**src/hw/rtl/lse_pkg.sv**
```systemverilog
`timescale 1ns / 1ps

package lse_pkg;

	localparam int LENGTH_BITS_DEF = 32;
	localparam int HDR_W = 10;
	localparam int LEN_W = 32;
	localparam int CFG_IDX_W = 2;

	localparam logic [HDR_W-1:0] HEADER_BYTES_RST = 10'd54;
	localparam logic [LEN_W-1:0] MAX_LENGTH_RST = 32'd10000000;

	typedef enum logic [CFG_IDX_W-1:0] {
		CFG_MODE_SELECT    = 2'd0,
		CFG_HEADER_BYTES   = 2'd1,
		CFG_MESSAGE_LENGTH = 2'd2,
		CFG_MAX_LENGTH     = 2'd3
	} cfg_index_t;

	typedef enum logic [1:0] {
		STATUS_OK         = 2'd0,
		STATUS_OVER_LIMIT = 2'd1,
		STATUS_UNDERRUN   = 2'd2
	} status_t;

	typedef enum logic {
		MODE_EMBED   = 1'b0,
		MODE_EXTRACT = 1'b1
	} mode_t;

	typedef struct packed {
		logic [7:0] image_byte;
		logic [7:0] message_byte;
		logic       start_of_image;
		logic       end_of_image;
	} in_item_t;

	typedef struct packed {
		logic [7:0] out_byte;
		logic [7:0] recovered_byte;
		logic       recovered_valid;
		logic       need_message_byte;
		logic       payload_done;
		status_t    status;
	} out_item_t;

	typedef struct packed {
		mode_t            mode_select;
		logic [HDR_W-1:0] header_bytes;
		logic [LEN_W-1:0] message_length;
		logic [LEN_W-1:0] max_length;
	} cfg_regs_t;

endpackage

```
**src/hw/rtl/lse_cfg_regs.sv**
```systemverilog
`timescale 1ns / 1ps

module lse_cfg_regs (
	input  logic                      clk,
	input  logic                      arst_n,
	input  logic                      cfg_valid,
	output logic                      cfg_ready,
	input  logic [lse_pkg::CFG_IDX_W-1:0] cfg_index,
	input  logic [lse_pkg::LEN_W-1:0] cfg_data,
	output lse_pkg::cfg_regs_t        cfg
);
	import lse_pkg::*;

	cfg_regs_t regs_q;

	assign cfg_ready = 1'b1;
	assign cfg = regs_q;

	always_ff @(posedge clk or negedge arst_n) begin
		if (!arst_n) begin
			regs_q.mode_select    <= MODE_EMBED;
			regs_q.header_bytes   <= HEADER_BYTES_RST;
			regs_q.message_length <= '0;
			regs_q.max_length     <= MAX_LENGTH_RST;
		end else if (cfg_valid) begin
			unique case (cfg_index_t'(cfg_index))
				CFG_MODE_SELECT:    regs_q.mode_select    <= mode_t'(cfg_data[0]);
				CFG_HEADER_BYTES:   regs_q.header_bytes   <= cfg_data[HDR_W-1:0];
				CFG_MESSAGE_LENGTH: regs_q.message_length <= cfg_data;
				CFG_MAX_LENGTH:     regs_q.max_length     <= cfg_data;
			endcase
		end
	end

endmodule

```
**src/hw/rtl/lse_core.sv**
```systemverilog
`timescale 1ns / 1ps

module lse_core #(
	parameter int LENGTH_BITS = lse_pkg::LENGTH_BITS_DEF
) (
	input  logic               clk,
	input  logic               arst_n,
	input  lse_pkg::cfg_regs_t cfg,
	input  logic               item_valid_s1,
	input  lse_pkg::in_item_t  item_s1,
	output logic               take,
	output logic               out_valid,
	input  logic               out_ready,
	output lse_pkg::out_item_t out_data
);
	import lse_pkg::*;

	localparam int CNT_W = $clog2(LENGTH_BITS + 1);
	localparam int IDX_W = $clog2(LENGTH_BITS);
	localparam logic [CNT_W-1:0] CNT_FULL = CNT_W'(LENGTH_BITS);
	localparam logic [IDX_W-1:0] IDX_TOP = IDX_W'(LENGTH_BITS - 1);

	logic [HDR_W-1:0]       header_count_q, header_count_c, header_count_n;
	logic [CNT_W-1:0]       length_bit_count_q, length_bit_count_c, length_bit_count_n;
	logic [LENGTH_BITS-1:0] length_shift_q, length_shift_c, length_shift_n;
	logic [2:0]             bit_in_byte_q, bit_in_byte_c, bit_in_byte_n;
	logic [7:0]             byte_shift_q, byte_shift_c, byte_shift_n;
	logic [LEN_W-1:0]       bytes_done_q, bytes_done_c, bytes_done_n;
	status_t                error_state_q, error_state_c, error_state_n;

	logic [LENGTH_BITS-1:0] msg_len;
	logic [LEN_W-1:0]       target_c, target_n;
	logic [IDX_W-1:0]       len_idx;
	logic [7:0]             src_byte;
	logic                   lsb;
	logic                   done;
	out_item_t              res;

	logic      out_valid_s2;
	out_item_t out_data_s2;

	assign take      = item_valid_s1 && (!out_valid_s2 || out_ready);
	assign out_valid = out_valid_s2;
	assign out_data  = out_data_s2;

	assign msg_len = cfg.message_length[LENGTH_BITS-1:0];
	assign lsb     = item_s1.image_byte[0];
	assign len_idx = IDX_TOP - length_bit_count_c[IDX_W-1:0];

	// start of image clears the counters before the byte is handled
	always_comb begin
		if (item_s1.start_of_image) begin
			header_count_c     = '0;
			length_bit_count_c = '0;
			length_shift_c     = '0;
			bit_in_byte_c      = '0;
			byte_shift_c       = '0;
			bytes_done_c       = '0;
			error_state_c      = STATUS_OK;
		end else begin
			header_count_c     = header_count_q;
			length_bit_count_c = length_bit_count_q;
			length_shift_c     = length_shift_q;
			bit_in_byte_c      = bit_in_byte_q;
			byte_shift_c       = byte_shift_q;
			bytes_done_c       = bytes_done_q;
			error_state_c      = error_state_q;
		end
	end

	assign target_c = (cfg.mode_select == MODE_EXTRACT) ? LEN_W'(length_shift_c)
		: LEN_W'(msg_len);
	assign target_n = (cfg.mode_select == MODE_EXTRACT) ? LEN_W'(length_shift_n)
		: LEN_W'(msg_len);
	assign src_byte = (bit_in_byte_c == 3'd0) ? item_s1.message_byte : byte_shift_c;

	always_comb begin
		header_count_n     = header_count_c;
		length_bit_count_n = length_bit_count_c;
		length_shift_n     = length_shift_c;
		bit_in_byte_n      = bit_in_byte_c;
		byte_shift_n       = byte_shift_c;
		bytes_done_n       = bytes_done_c;
		error_state_n      = error_state_c;
		res.out_byte          = item_s1.image_byte;
		res.recovered_byte    = 8'd0;
		res.recovered_valid   = 1'b0;
		res.need_message_byte = 1'b0;

		priority if (header_count_c < cfg.header_bytes) begin
			header_count_n = header_count_c + HDR_W'(1);
		end else if (error_state_c == STATUS_OVER_LIMIT) begin
			// rejected length: pass the rest through
		end else if (length_bit_count_c < CNT_FULL) begin
			if (cfg.mode_select == MODE_EMBED) begin
				res.out_byte = {item_s1.image_byte[7:1], msg_len[len_idx]};
			end else begin
				length_shift_n = {length_shift_c[LENGTH_BITS-2:0], lsb};
			end
			length_bit_count_n = length_bit_count_c + CNT_W'(1);
			if (length_bit_count_n == CNT_FULL && cfg.mode_select == MODE_EXTRACT
					&& LEN_W'(length_shift_n) > cfg.max_length) begin
				error_state_n = STATUS_OVER_LIMIT;
			end
		end else if (bytes_done_c < target_c) begin
			bit_in_byte_n = bit_in_byte_c + 3'd1;
			if (cfg.mode_select == MODE_EMBED) begin
				byte_shift_n = src_byte;
				res.need_message_byte = (bit_in_byte_c == 3'd0);
				res.out_byte = {item_s1.image_byte[7:1], src_byte[~bit_in_byte_c]};
				if (bit_in_byte_n == 3'd0) begin
					bytes_done_n = bytes_done_c + LEN_W'(1);
				end
			end else begin
				byte_shift_n = {byte_shift_c[6:0], lsb};
				if (bit_in_byte_n == 3'd0) begin
					res.recovered_byte  = byte_shift_n;
					res.recovered_valid = 1'b1;
					bytes_done_n = bytes_done_c + LEN_W'(1);
				end
			end
		end else begin
			// payload finished: pass through
		end

		done = (error_state_n != STATUS_OVER_LIMIT) && (length_bit_count_n >= CNT_FULL)
			&& (bytes_done_n >= target_n);
		if (item_s1.end_of_image && !done && error_state_n == STATUS_OK) begin
			error_state_n = STATUS_UNDERRUN;
		end
		res.payload_done = done;
		res.status       = error_state_n;
	end

	always_ff @(posedge clk or negedge arst_n) begin
		if (!arst_n) begin
			header_count_q     <= '0;
			length_bit_count_q <= '0;
			length_shift_q     <= '0;
			bit_in_byte_q      <= '0;
			byte_shift_q       <= '0;
			bytes_done_q       <= '0;
			error_state_q      <= STATUS_OK;
		end else if (take) begin
			header_count_q     <= header_count_n;
			length_bit_count_q <= length_bit_count_n;
			length_shift_q     <= length_shift_n;
			bit_in_byte_q      <= bit_in_byte_n;
			byte_shift_q       <= byte_shift_n;
			bytes_done_q       <= bytes_done_n;
			error_state_q      <= error_state_n;
		end
	end

	always_ff @(posedge clk or negedge arst_n) begin
		if (!arst_n) begin
			out_valid_s2 <= 1'b0;
		end else if (take) begin
			out_valid_s2 <= 1'b1;
		end else if (out_ready) begin
			out_valid_s2 <= 1'b0;
		end
	end

	always_ff @(posedge clk) begin
		if (take) begin
			out_data_s2 <= res;
		end
	end

endmodule

```
**src/hw/rtl/lsb_stego_embed_extract.sv**
```systemverilog
`timescale 1ns / 1ps
// A byte passes through the input register, then the result register, before it leaves;
// a stall on out_ready holds it in either register.
// Throughput: one image byte per cycle; the per-image counters update in the single
// pass between the two registers, so a new byte is taken every cycle while the output drains.
// Reset (arst_n low): registers return to their defaults, counters and status clear,
// both pipeline stages empty.
module lsb_stego_embed_extract #(
	parameter int LENGTH_BITS = lse_pkg::LENGTH_BITS_DEF
) (
	input  logic                          clk,
	input  logic                          arst_n,
	input  logic                          in_valid,
	output logic                          in_ready,
	input  lse_pkg::in_item_t             in_data,
	output logic                          out_valid,
	input  logic                          out_ready,
	output lse_pkg::out_item_t            out_data,
	input  logic                          cfg_valid,
	output logic                          cfg_ready,
	input  logic [lse_pkg::CFG_IDX_W-1:0] cfg_index,
	input  logic [lse_pkg::LEN_W-1:0]     cfg_data
);
	import lse_pkg::*;

	cfg_regs_t cfg;
	logic      item_valid_s1;
	in_item_t  item_s1;
	logic      take;

	lse_cfg_regs u_cfg (
		.clk       (clk),
		.arst_n    (arst_n),
		.cfg_valid (cfg_valid),
		.cfg_ready (cfg_ready),
		.cfg_index (cfg_index),
		.cfg_data  (cfg_data),
		.cfg       (cfg)
	);

	assign in_ready = !item_valid_s1 || take;

	// hold the byte until the core moves it into the result register
	always_ff @(posedge clk or negedge arst_n) begin
		if (!arst_n) begin
			item_valid_s1 <= 1'b0;
		end else if (in_ready) begin
			item_valid_s1 <= in_valid;
		end
	end

	always_ff @(posedge clk) begin
		if (in_ready && in_valid) begin
			item_s1 <= in_data;
		end
	end

	lse_core #(
		.LENGTH_BITS (LENGTH_BITS)
	) u_core (
		.clk           (clk),
		.arst_n        (arst_n),
		.cfg           (cfg),
		.item_valid_s1 (item_valid_s1),
		.item_s1       (item_s1),
		.take          (take),
		.out_valid     (out_valid),
		.out_ready     (out_ready),
		.out_data      (out_data)
	);

endmodule
```
**config.mk**
```make
export PLATFORM = sky130hd
export DESIGN_NAME = lsb_stego_embed_extract
export DESIGN_NICKNAME = d
export VERILOG_FILES = /design/src/hw/rtl/lse_pkg.sv /design/src/hw/rtl/lse_cfg_regs.sv /design/src/hw/rtl/lse_core.sv /design/src/hw/rtl/lsb_stego_embed_extract.sv
export SDC_FILE = /design/constraint.sdc
export NUM_CORES = 1
export LEC_CHECK = 0
export BUFFER_PORTS_ARGS = -buffer_cell sky130_fd_sc_hd__buf_2
export CELL_PAD_IN_SITES_DETAIL_PLACEMENT = 0
export CELL_PAD_IN_SITES_GLOBAL_PLACEMENT = 1
export CORE_MARGIN = 3
export CORE_UTILIZATION = 35
export CTS_CLUSTER_DIAMETER = 150
export CTS_CLUSTER_SIZE = 12
export DETAILED_ROUTE_END_ITERATION = 10
export HOLD_SLACK_MARGIN = 0.06
export PLACE_DENSITY_LB_ADDON = 0.1
export SKIP_CTS_REPAIR_TIMING = 1
export SYNTH_ARGS = -nofsm -noshare
export SYNTH_HDL_FRONTEND = slang
export SYNTH_SLANG_ARGS = --single-unit
```
**constraint.sdc**
```tcl
create_clock -name clk -period 11.5 [get_ports clk]
set_clock_uncertainty 0.2 [all_clocks]
set_input_delay 1.15 -clock clk [delete_from_list [all_inputs] [get_ports clk]]
set_output_delay 1.15 -clock clk [all_outputs]
set_load 0.02 [all_outputs]
```
==> impl_metrics.tcl, run 1 <==
set metrics [dict create \
    setup_viol 0 \
    htreeDepth 1 \
    clkSlewWorstSetupHoldPaths_ns 0.06 \
    yosysTopAreaCell "dfrtp_1" \
    fin_crit_ns 6.567 \
    slew_viol_final 0 \
    cp-end-kind "flip-flop" \
    synth-main-ff-cell "dfrtp_1" \
    die_h_um 206.5 \
    synthMuxAreaShare_pct 11.58 \
    core_um2 39190 \
    slew_headroom_pct 30.18 \
    synth_compound_area_share_pct 16.10 \
    cp_max_fo 72 \
    synth_cells 1422 \
    crit_path_end "u_core.error_state_q[1]" \
    cts_sinks 209 \
    ys_seq_elements 209 \
    synthXorXnorAreaFrac_pct 1.806 \
    period_share_pct 57.11 \
    n_fill_cell 3928 \
    drt_first_iter_violations 754 \
    numPlacedInstances 1952 \
    std_cell_rows 72 \
    critical_path_required_ns 11.73 \
    final_nets 1626 \
    totalNegativeSetupSlack_ns 0 \
    num_antenna_cells 0 \
    crit_path_start "item_s1[1]" \
    rrSetupSlack_ns 4.93 \
    hold_class "flip-flop to flip-flop" \
    hpwl_um 30250 \
    worst_pin_slew_ns 1.043 \
    status "complete, no violations" \
    synth_area_um2 14060 \
    cts_tree "built" \
    peakVddDrop_mv 0.1076 \
    antenna_found_initial 0 \
    synth_adder_area_share_pct 9.964 \
    die_w_um 206.5 \
    cp.arrival_ns 6.79 \
    totalPowerFinal_mw 2.236 \
    drive_above_1_share_pct 18.35 \
    max_clock_freq_mhz 152.3 \
    layout.cells.non_filler 1989 \
    ant_nets 0 \
    path_class "flip-flop to flip-flop" \
    area_growth_pct 9.964 \
    post-route-drc-count 0 \
    ys_seq_area_share_pct 38.68 \
    rsz0062_at_grt "false" \
    syn_nets 1591 \
    grt_pass1_vias 10840 \
    cts_made_buffers 21 \
    ys_types 87 \
    gp_congestion 0.8272 \
    maxCapViolCount 0 \
    cts_max_path_buffers 3 \
    root_buffer "clkbuf_16" \
    synth_area_leaders "dfrtp_1 28%, ha_1 10%, edfxtp_1 8.3%" \
    clkLatencyLatePin_ns 0.54 \
    drtPass1Iterations 5 \
    avgSynthCellArea_um2 9.891 \
    die_area_um2 42630 \
    r2r_end "u_core.error_state_q[1]" \
    powerDensity_nw_per_um2 144.6 \
    startpoint_type "flip-flop" \
    via_per_inst 5.509 \
    synth_edf_count 39 \
    wire_per_inst_um 20.96 \
    io_pins 81 \
    async_flop_share_pct 81.34 \
    synth_top_family_by_area "simple AND/OR/NAND/NOR gates" \
    r2r_cells 19 \
    grt_pass1_wl_um 65690 \
    hold_viol_final 0 \
    yosys.area.top_type_share_pct 28.11 \
    grt_max_degree 73 \
    grt_usage_pct 19.79 \
    yosysWarnings 0 \
    num_vias 10960 \
    io_buffer_count 79 \
    routed_wl_um 41680 \
    r2r_start "item_s1[1]" \
    p_leak_nw 6.805 \
    start_util_pct 35.89 \
    synth-simple-area-share_pct 17.37 \
    overflow 0 \
]
==> power breakdown <==
part	switching, mW	internal [mW]
Sequential	0.0907	0.855
Combinational	0.374	0.264
Clock	0.308	0.344
Total	0.773	1.46
==> state kept, by name, indices dropped and copies added (netlist names) <==
name and flops:
u_core.byte_shift_q 8, item_valid_s1 1, u_core.out_valid 1, u_core.bit_in_byte_q 3
item_s1 18, u_core.length_shift_q 32, u_cfg.cfg 75, u_core.length_bit_count_q 6
u_core.bytes_done_q 32, u_core.error_state_q 2, u_core.out_data 21, u_core.header_count_q 10
==> how the worst min path moves through the flow <==
| stage | start | end | depth (start not counted) |
|---|---|---|---|
| after floorplan | item_s1[11] | u_core.out_data[14] | 0 |
| after detailed placement | item_s1[14] | u_core.out_data[17] | 0 |
| after global placement | item_s1[11] | u_core.out_data[14] | 0 |
| after CTS | item_s1[14] | u_core.out_data[17] | 0 |
| after global routing | item_s1[12] | u_core.out_data[15] | 0 |
| final | item_s1[14] | u_core.out_data[17] | 0 |
==> kinds of logic after synthesis <==
kind of cell,after synthesis
and+or+nand+nor,451
buffers and inverters,144
muxes,141
DFF,209
adders and majority gates,112
AOI/OAI and AO/OA,335
xor gates and xnor gates,29
other,1
==> critical path: stages (launching register included) <==
cell and delay, ns:
edfxtp_1 0.32, buf_4 0.69, buf_4 0.74, nor2b_2 0.18, ha_1 0.38, a21oi_1 0.19, nand2_1 0.07, o31ai_1 0.36
a211o_2 0.32, and3_1 0.69, nand4_1 0.20, xnor2_1 0.17, ha_1 0.31, a21oi_1 0.15, o21ai_0 0.18, a2111oi_0 0.42
a21oi_1 0.12, a211oi_1 0.33, o21ai_0 0.16, o31ai_1 0.21
==> stage by stage <==
| step | hold slack [ns] | util (%) | instance area (µm²) | worst slack [ns] |
|---|---|---|---|---|
| final | 0.2176 | 39.47 | 15470 | 4.933 |
| after CTS | 0.2202 | 39.47 | 15470 | 4.902 |
| after floorplan | 0.2003 | - | 14060 | 6.121 |
| after detailed placement | 0.2057 | 37.95 | 14870 | 4.937 |
| after global placement | 0.2008 | 37.95 | 14870 | 4.982 |
| after global routing | 0.2312 | 39.47 | 15470 | 4.294 |
==> per-layer routing <==
metal / vias up / wire [µm] / global-route usage, %
li1: 5319 / - / -
met1: 5355 / 21900 / 31.36
met2: 240 / 17290 / 28.78
met3: 44 / 1564 / 1.985
met4: 0 / 923 / 4.388
met5: - / 0 / 0
==> final cells by class <==
class	count	area, µm²	area share, %
inverters	59	221.5	1.432
clock buffers	35	578.1	3.738
multi-input cells	1069	8020	51.86
clock inverters	2	17.52	0.1133
repair buffers	97	536.8	3.471
well taps	518	648.1	4.191
flip-flops and latches	209	5444	35.20
==> cells in the mapped netlist (all sizes together), types with 6 or more instances <==
library cell and number:
a211oi 14, clkbuf 42, nor2 80, a221o 12, mux4 8, and3 25
nand2b 7, inv 59, a21o 7, mux2i 39, nor3 27, a22o 57
dfrtp 158, dfstp 12, mux2 94, and4 6, nand3 34, nand4 30
or3 14, nor2b 76, a21oi 125, buf 43, ha 112, edfxtp 39
nand2 108, a31oi 9, xnor2 23, o211ai 11, and2 12, xor2 6
o21ai 48, nor4 7, nand3b 7
==> cell usage in the layout, fill, tap and decap left out, types with 23 or more instances in the layout <==
master    count
nor2_1       77
buf_2        78
inv_1        57
dfrtp_1     157
ha_1        112
and3_1       24
a21oi_1     124
nand3_1      33
edfxtp_1     39
mux2_2       93
nand4_1      26
nor2b_1      66
nor3_1       27
mux2i_1      39
nand2_1     107
o21ai_0      36
a22o_1       57
xnor2_1      23
Note: power is estimated with default switching activity, not from simulation.
==> run 2: changes to the inputs <==
Clock period 11.5 ns to 5.8 ns, I/O delays scaled along.
==> run 2 against run 1 <==
Compared with the run above:
- setup slack lost 4.6 ns
- maximum frequency increased by 20%
- via count is 1.0% higher
- final cell count is 2.4% higher
- hold slack got worse by 0.14 ns
- non-clock buffer count up 47
- sequential power up 98%
- critical path depth grew 1
- power grew 100%
- critical path type unchanged
- largest power group unchanged
- highest routed layer unchanged
==> impl_metrics.tcl, run 2 (synthesized netlist as in run 1, its figures left out) <==
set metrics [dict create \
    status "complete, no violations" \
    cts_made_buffers 21 \
    num_vias 11070 \
    hpwl_um 31470 \
    cts_max_path_buffers 3 \
    core_um2 39190 \
    start_util_pct 35.89 \
    area_growth_pct 13.24 \
    die_h_um 206.5 \
    power_switching_mw 1.532 \
    p_int_mw 2.942 \
    hold_class "input pin to flip-flop" \
    max_clock_freq_mhz 182.5 \
    path_class "flip-flop to flip-flop" \
    slew_headroom_pct 43.72 \
    num_antenna_cells 0 \
    pwr-share-clk_pct 28.7 \
    startpoint_type "flip-flop" \
    peakVddDrop_mv 0.1908 \
    antenna_found_initial 0 \
    rrSetupSlack_ns 0.32 \
    combPwrFrac_pct 29.4 \
    critical_path_required_ns 5.97 \
    grt_max_degree 117 \
    overflow 0 \
    grt_usage_pct 19.86 \
    largest_reg_flops 75 \
    cp_max_fo 36 \
    grt_use_met1_pct 30.54 \
    ant_nets 0 \
    min_path_cells 2 \
    io_buffer_count 79 \
    fin_util_pct 40.64 \
    final_nets 1673 \
    final_cell_mix "157 x dfrtp_1, 124 x a21oi_1, 112 x ha_1" \
    drive_above_1_share_pct 19.89 \
    cts_tree "built" \
    grt_pass1_vias 11000 \
    hold_viol_final 0 \
    cp_cell_sequence "buf_12 > buf_12 > nor2b_1 > ha_1 > o211a_1 > o21ai_1 > a311o_1 > a211oi_4 > buf_4 > buf_4 > mux2_2 > a21oi_1 > ha_1 > nand2_1 > nor2_1 > a2111oi_0 > a21oi_1 > a211oi_1 > o21ai_0 > o21ai_0" \
    swShare_pct 34.25 \
    std_cell_rows 72 \
    use_met2_pct 30.18 \
    period_share_pct 94.47 \
    wire_per_inst_um 20.69 \
    p_leak_nw 7.044 \
    min-delay-start "in_valid" \
    grt_busiest_layer "met1" \
    setup_viol 0 \
    cp-end-kind "flip-flop" \
    powerDensity_nw_per_um2 280.9 \
    p_seq_share_pct 41.9 \
    hold_end "item_valid_s1" \
    worst_pin_slew_ns 0.8442 \
    grt_use_met3_pct 2.111 \
    post-route-drc-count 0 \
    totalNegativeSetupSlack_ns 0 \
    gp_congestion 0.8539 \
    maxCapViolCount 0 \
    r2r_end "u_core.out_data[1]" \
    rsz0062_at_grt "false" \
    drt_first_iter_violations 632 \
    r2r_cells 20 \
    cts_sinks 209 \
    cp.arrival_ns 5.65 \
    routed_wl_um 42130 \
    cp_slowest_stage_delay_ns 0.54 \
    clkSlewWorstSetupHoldPaths_ns 0.07 \
    fin_crit_ns 5.479 \
    die_area_um2 42630 \
    layout_commonest_cell "dfrtp_1" \
    grt_pass1_wl_um 65980 \
    clkLatencyLatePin_ns 0.54 \
    io_pins 81 \
    root_buffer "clkbuf_16" \
    via_per_inst 5.437 \
    r2r_start "item_s1[1]" \
    drtPass1Iterations 5 \
    slew_viol_final 0 \
    htreeDepth 1 \
    die_w_um 206.5 \
    slowest_stage "edfxtp_1" \
]
run 2: worst max path at each step:
stage | from | to | slack, ns | cells past startpoint
CTS | item_s1[1] | u_core.out_data[1] | 0.28 | 20
global placement | item_s1[1] | u_core.out_data[2] | 0.29 | 20
global route | item_s1[1] | u_core.out_data[1] | 0.03 | 20
finish | item_s1[1] | u_core.out_data[1] | 0.32 | 20
floorplan | item_s1[1] | u_core.out_data[1] | 0.42 | 23
detailed placement | item_s1[1] | u_core.out_data[1] | 0.31 | 20
run 2: layout make-up:
class                      count  area (µm²)
fill                        3907       23260
multi-input combinational   1069        8030
sequential                   209        5444
timing repair buffer         144       987.2
tap                          518       648.1
clock buffer                  35       578.1
inverter                      59       221.5
clock inverter                 2       17.52
run 2: power by group through the flow:
stage                     clock (mW)  sequential (mW)  combinational (mW)
after CTS                       1.34             1.87                1.31
final                           1.29             1.87                1.31
after detailed placement           0             1.90                1.31
after global routing            1.38             1.90                1.48
after global placement             0             1.90                1.29
after floorplan                    0             1.82               0.939
run 2: critical path: cells and delay by family (launching register included):
kind	cells	cell delay [ns]
compound gates	10	2.22
fa+ha+maj	2	0.61
buf+inv	4	1.10
flops	1	0.54
mux	1	0.37
simple gates	3	0.23
run 2: layer usage:
| layer | up-vias | routed length [µm] |
|---|---|---|
| li1 | 5428 | - |
| met1 | 5398 | 22050 |
| met3 | 40 | 1418 |
| met4 | 0 | 731 |
| met2 | 204 | 17930 |
| met5 | - | 0 |
run 2: per-stage QoR:
| step | hold slack, ns | power [mW] | cell area (µm²) | worst slack, ns | cells |
|---|---|---|---|---|---|
| finish | 0.08213 | 4.475 | 15930 | 0.3208 | 2036 |
| global route | 0.07149 | 4.761 | 15930 | 0.03434 | 2036 |
| CTS | -0.1655 | 4.524 | 15700 | 0.2779 | 2013 |
| detailed placement | 0.2061 | 3.206 | 15100 | 0.3149 | 1976 |
| global placement | 0.2019 | 3.189 | 15100 | 0.2890 | 1976 |
| floorplan | 0.08441 | 2.761 | 14060 | 0.4211 | 1422 |
